`src/hw/rtl/btpc_pkg.sv`:
```
package btpc_pkg;

    localparam int CFG_W = 48;
    localparam int IDX_W = 2;

    localparam logic [IDX_W-1:0] REG_TEMP  = 2'd0;
    localparam logic [IDX_W-1:0] REG_PLOW  = 2'd1;
    localparam logic [IDX_W-1:0] REG_PMID  = 2'd2;
    localparam logic [IDX_W-1:0] REG_PHIGH = 2'd3;

    localparam logic signed [16:0] P_OFFSET = 17'sd16384;

    localparam logic [23:0] TEMP_MAX  = 24'h7F_FFFF;
    localparam logic [23:0] TEMP_MIN  = 24'h80_0000;
    localparam logic [25:0] PRESS_MAX = 26'h3FF_FFFF;

    typedef struct packed {
        logic        [15:0] t1;
        logic        [15:0] t2;
        logic signed [7:0]  t3;
        logic signed [16:0] p1;
        logic signed [16:0] p2;
        logic signed [7:0]  p3;
        logic signed [7:0]  p4;
        logic        [15:0] p5;
        logic        [15:0] p6;
        logic signed [7:0]  p7;
        logic signed [7:0]  p8;
        logic signed [15:0] p9;
        logic signed [7:0]  p10;
        logic signed [7:0]  p11;
    } coef_t;

    // round half up on a magnitude, shift s >= 1
    function automatic logic [95:0] rnd_mag(input logic [95:0] m, input int unsigned s);
        logic [95:0] half;
        half = 96'd1 << (s - 1);
        return (m + half) >> s;
    endfunction

    function automatic logic [7:0] abs8(input logic signed [7:0] v);
        return v[7] ? 8'(-v) : 8'(v);
    endfunction

    function automatic logic [15:0] abs17(input logic signed [16:0] v);
        return v[16] ? 16'(-v) : 16'(v);
    endfunction

endpackage

```
`src/hw/rtl/btpc_cfg.sv`:
```
module btpc_cfg
    import btpc_pkg::*;
(
    input  logic             clk,
    input  logic             rst_n,
    input  logic             cfg_we,
    input  logic [IDX_W-1:0] cfg_index,
    input  logic [CFG_W-1:0] cfg_data,
    output coef_t            coef
);

    coef_t coef_reg;

    always_ff @(posedge clk or negedge rst_n)
    begin
        if (!rst_n)
        begin
            coef_reg    <= '0;
            coef_reg.p1 <= -P_OFFSET;
            coef_reg.p2 <= -P_OFFSET;
        end
        else if (cfg_we)
        begin
            unique case (cfg_index)
                REG_TEMP:
                begin
                    coef_reg.t1 <= cfg_data[15:0];
                    coef_reg.t2 <= cfg_data[31:16];
                    coef_reg.t3 <= $signed(cfg_data[39:32]);
                end
                REG_PLOW:
                begin
                    coef_reg.p1 <= 17'($signed(cfg_data[15:0])) - P_OFFSET;
                    coef_reg.p2 <= 17'($signed(cfg_data[31:16])) - P_OFFSET;
                    coef_reg.p3 <= $signed(cfg_data[39:32]);
                    coef_reg.p4 <= $signed(cfg_data[47:40]);
                end
                REG_PMID:
                begin
                    coef_reg.p5 <= cfg_data[15:0];
                    coef_reg.p6 <= cfg_data[31:16];
                    coef_reg.p7 <= $signed(cfg_data[39:32]);
                    coef_reg.p8 <= $signed(cfg_data[47:40]);
                end
                REG_PHIGH:
                begin
                    coef_reg.p9  <= $signed(cfg_data[15:0]);
                    coef_reg.p10 <= $signed(cfg_data[23:16]);
                    coef_reg.p11 <= $signed(cfg_data[31:24]);
                end
            endcase
        end
    end

    assign coef = coef_reg;

endmodule

```
`config.mk`:
```
export PLATFORM = sky130hd
export DESIGN_NAME = btpc_cfg
export DESIGN_NICKNAME = d
export VERILOG_FILES = /design/src/hw/rtl/btpc_pkg.sv /design/src/hw/rtl/btpc_cfg.sv
export SDC_FILE = /design/constraint.sdc
export NUM_CORES = 1
export LEC_CHECK = 0
export ABC_AREA = 0
export BUFFER_PORTS_ARGS = -buffer_cell sky130_fd_sc_hd__buf_4
export CAP_MARGIN = 40
export CORE_MARGIN = 2
export CORE_UTILIZATION = 50
export CTS_BUF_LIST = sky130_fd_sc_hd__clkbuf_8 sky130_fd_sc_hd__clkbuf_16
export CTS_CLUSTER_SIZE = 24
export DETAILED_ROUTE_END_ITERATION = 8
export GPL_TIMING_DRIVEN = 0
export HOLD_SLACK_MARGIN = 0.05
export PLACE_DENSITY = 0.8
export SLEW_MARGIN = 25
export SYNTH_ARGS = -nofsm -noshare
export SYNTH_HDL_FRONTEND = slang
export SYNTH_SLANG_ARGS = --single-unit
```
`constraint.sdc`:
```
create_clock -name clk -period 1.4 [get_ports clk]
set_input_delay 0.07 -clock clk [delete_from_list [all_inputs] [get_ports clk]]
set_output_delay 0.07 -clock clk [all_outputs]
set_load 0.1 [all_outputs]
```
==> Word level (Yosys, flattened, before mapping) <==
Index checks and enable logic that the tools add are counted.
{ "word_totals": {"out_inout_bits": 170, "reg_bits": 170} }
{ "op_classes": {"reduce_logical": 5, "n_addsub": 2, "eq_ne": 3} }
{ "ops": {"columns": ["operator", "count"], "rows": [
  ["$sub A16 B16 Y17 const B", 2],
  ["$reduce_and A2 Y1", 4],
  ["$eq A2 B2 Y1 const B", 2],
  ["$eq A2 B1 Y1 const B", 1],
  ["$logic_not A2 Y1", 1]
]} }

==> Depth between registers and ports, before layout <==
{ "logic_depth": {"word_depth": 2, "ltp_mapped": 4} }

==> Worst setup path after synthesis <==
OpenSTA, ideal clock, no wires.
{ "synth_path": {"path_kind": "reg2reg", "startpoint": "reg, netlist name coef[150]", "endpoint": "reg coef_reg (netlist bit coef[150])", "arrival_ns": 1.152, "setup_slack_ns": 0.120, "required_ns": 1.272, "path_stages_with_launch": 2, "n_path_buf": 0, "period_less_slack_ns": 1.280, "path_cell_list": "dfrtp_1 mux2_1"} }
{ "synth_lines": {"columns": ["item", "line_no", "rtl"], "rows": [
  ["end: declaration", "btpc_cfg.sv:12", "coef_t coef_reg;"]
]} }

==> Final worst setup path <==
{ "layout_path": {"startpoint": "reg coef_reg (netlist bit coef[112])", "endpoint": "out coef[112] (netlist name)"} }
{ "layout_lines": {"columns": ["item", "line_no", "rtl"], "rows": [
  ["end: declaration", "btpc_cfg.sv:9", "output coef_t coef"]
]} }
No word-level cell between the ends.

==> reports/results.txt <==
largest net degree at the start of global routing = 100
Die ar. = 0.0136 mm2
first-pass GRT wire length = 24.5 mm
post-CTS setup buffers = 0
unrepaired setup endpoints after global routing = false
DR WL/cell = 19.0 um
Filler Cell Count = 762
chip height = 117 um
final instance area = 0.00947 mm2
Via density = 4.95
Least-Margin Pin Slew = 549 ps
Post-Route WL = 16.1 mm
synthesized area per cell = 17.2 um2
Worst Setup Start Kind = register
post-layout min period = 1310 ps
CTS tree = built
Num CTS Buffers = 17
Synth Instances = 369
CP Data Required Time = 1330 ps
maximum vdd drop = 1520 uV
# diodes = 0
Clock Sinks = 170
yosys warns = 0
Clock Pin Slew Worst Setup and Hold Paths = 60 ps
H-Tree Depth = 4
commonest non-fill, non-tap cells in the layout = buf_4 (223), dfrtp_1 (164), mux2_2 (163)
Crit Reg-Reg Startpoint = coef[29]$_DFFE_PN0P_
Max stage delay on crit path = 530 ps
Leakage = 4.50 nW
DRC viols = 0
Bufs on Longest Clock Path = 2
crit path capture = coef[112]
reg2reg end = coef[29]$_DFFE_PN0P_
Worst R2R Path Depth = 1
Hold WS = 159 ps
Area Growth Syn to Fin = 49.3%
vias in the first global route = 4442
IO Pins = 223
Final Hold Viols = 0
Synth Register Bits = 170
status = complete, no violations
first-pass iteration count of the detailed router = 4
max frequency = 763 MHz
drt initial violations = 161
Syn Std Cell Area = 0.00634 mm2
main area contributors after synthesis = dfrtp_1 (65%), mux2_2 (29%), dfstp_2 (2.5%)
Initial Util = 0.507
core area = 0.0125 mm2
clock skew = 0 ps
Setup violations, final = 0
Worst-Skew Late Latency = 420 ps
die width = 117 um
Critical Path Source = coef[112]$_DFFE_PN1P_
initial antenna violation count = 0
Hold Path Class = primary input to register
dpl hpwl = 10.9 mm
Clock Tree Root = clkbuf_16
maxcap violations = 0
Buffers on Ports = 222
Slew Viols, Final = 0
Netlist cell types = 12
element type at the critical path end = output port
Largest delay share family, worst path = flip-flops
PwrDens = 2340 mW/mm2
global-route usage over all layers = 0.244
critical-path cell list = buf_4
Post-Synthesis Net Count = 424
setup TNS = 0 ps
crit path buf inv count = 1
# hold bufs at CTS = 49
row count = 41
Congestion Overflow GR = 0
Final Cycle Share = 0.936
fin util = 0.757
post-cts sizing count = 0
Stages on worst setup path = 1
share of cells above drive strength 1 = 0.657
Routability Congestion = 0.780
Nets = 715
CP max-delay cell = dfstp_2
Largest register FFs = 170
via count = 4186
WP data arrival = 1240 ps
commonest non-fill, non-tap cell in the layout = buf_4
maximum fanout along the worst path = 2
Placed Area = 0.00826 mm2
post-route ant nets = 0
Slew headroom = 0.634
post-synthesis sequential area ratio = 0.672
critical path class = register to output port
flop2flop setup slack = 610 ps
post-synth top area share = 0.647
area leader, netlist = dfrtp_1
-- power by group --
part	switching, mW	internal [mW]
Sequential	0.511	5.87
Combinational	8.06	2.10
Clock	1.84	3.79
Total	10.4	11.8
-- cell type report --
class	count	area (um2)	area share
buffer	17	90.1	0.00951
timing repair buffer	272	2190	0.231
clock inverter	13	269	0.0284
multi-input combinational	176	1970	0.208
sequential	170	4260	0.450
tap	172	215	0.0227
clock buffer	19	453	0.0478
inverter	6	22.5	0.00238
-- worst min path at each step --
stage	slack, ps	cells past startpoint	startpoint	endpoint
floorplan	-230	0	rst_n	coef[0]$_DFFE_PN0P_
global route	160	3	cfg_index[0]	coef[15]$_DFFE_PN0P_
global placement	250	2	cfg_data[30]	coef[110]$_DFFE_PN1P_
detailed placement	60	1	rst_n	coef[70]$_DFFE_PN0P_
CTS	140	3	cfg_index[0]	coef[15]$_DFFE_PN0P_
finish	160	3	cfg_index[0]	coef[15]$_DFFE_PN0P_
-- metrics by stage --
| stage | instances | worst slack [ps] | total power, mW |
|---|---|---|---|
| 6_report | 845 | 90.0 | 22.2 |
| 5_1_grt | 845 | 41.0 | 22.9 |
| 4_1_cts | 845 | 66.1 | 22.3 |
| 3_5_place_dp | 764 | 3.49 | 16.5 |
| 3_3_place_gp | 763 | -571 | 16.3 |
| 2_1_floorplan | 369 | 120 | 14.2 |
-- cells in the mapped netlist --
cell and count:
nand3_1 1, mux2_1 3, dfstp_2 6, ha_1 2, nand3b_1 2, buf_4 2, mux2_2 163, nor3b_2 1
inv_1 6, buf_2 15, mux2i_1 4, dfrtp_1 164
-- kinds of logic (layout without fill, tap and decap cells) --
| group | count (synthesis) | in the layout | synth area share |
|---|---|---|---|
| fa+ha+maj | 2 | 2 | 0.00395 |
| simple gates | 4 | 4 | 0.00513 |
| flops | 170 | 170 | 0.672 |
| buf+inv | 23 | 327 | 0.0178 |
| mux | 170 | 170 | 0.301 |
-- per-layer routing --
| layer | track usage | wire length [um] | vias to the layer above |
|---|---|---|---|
| li1 | - | - | 1895 |
| met1 | 0.294 | 6420 | 2106 |
| met2 | 0.410 | 8180 | 164 |
| met3 | 0.0820 | 1130 | 21 |
| met4 | 0.0925 | 326 | 0 |
| met5 | 0 | 0 | - |
No activity file was read; power rests on OpenSTA's default activity.
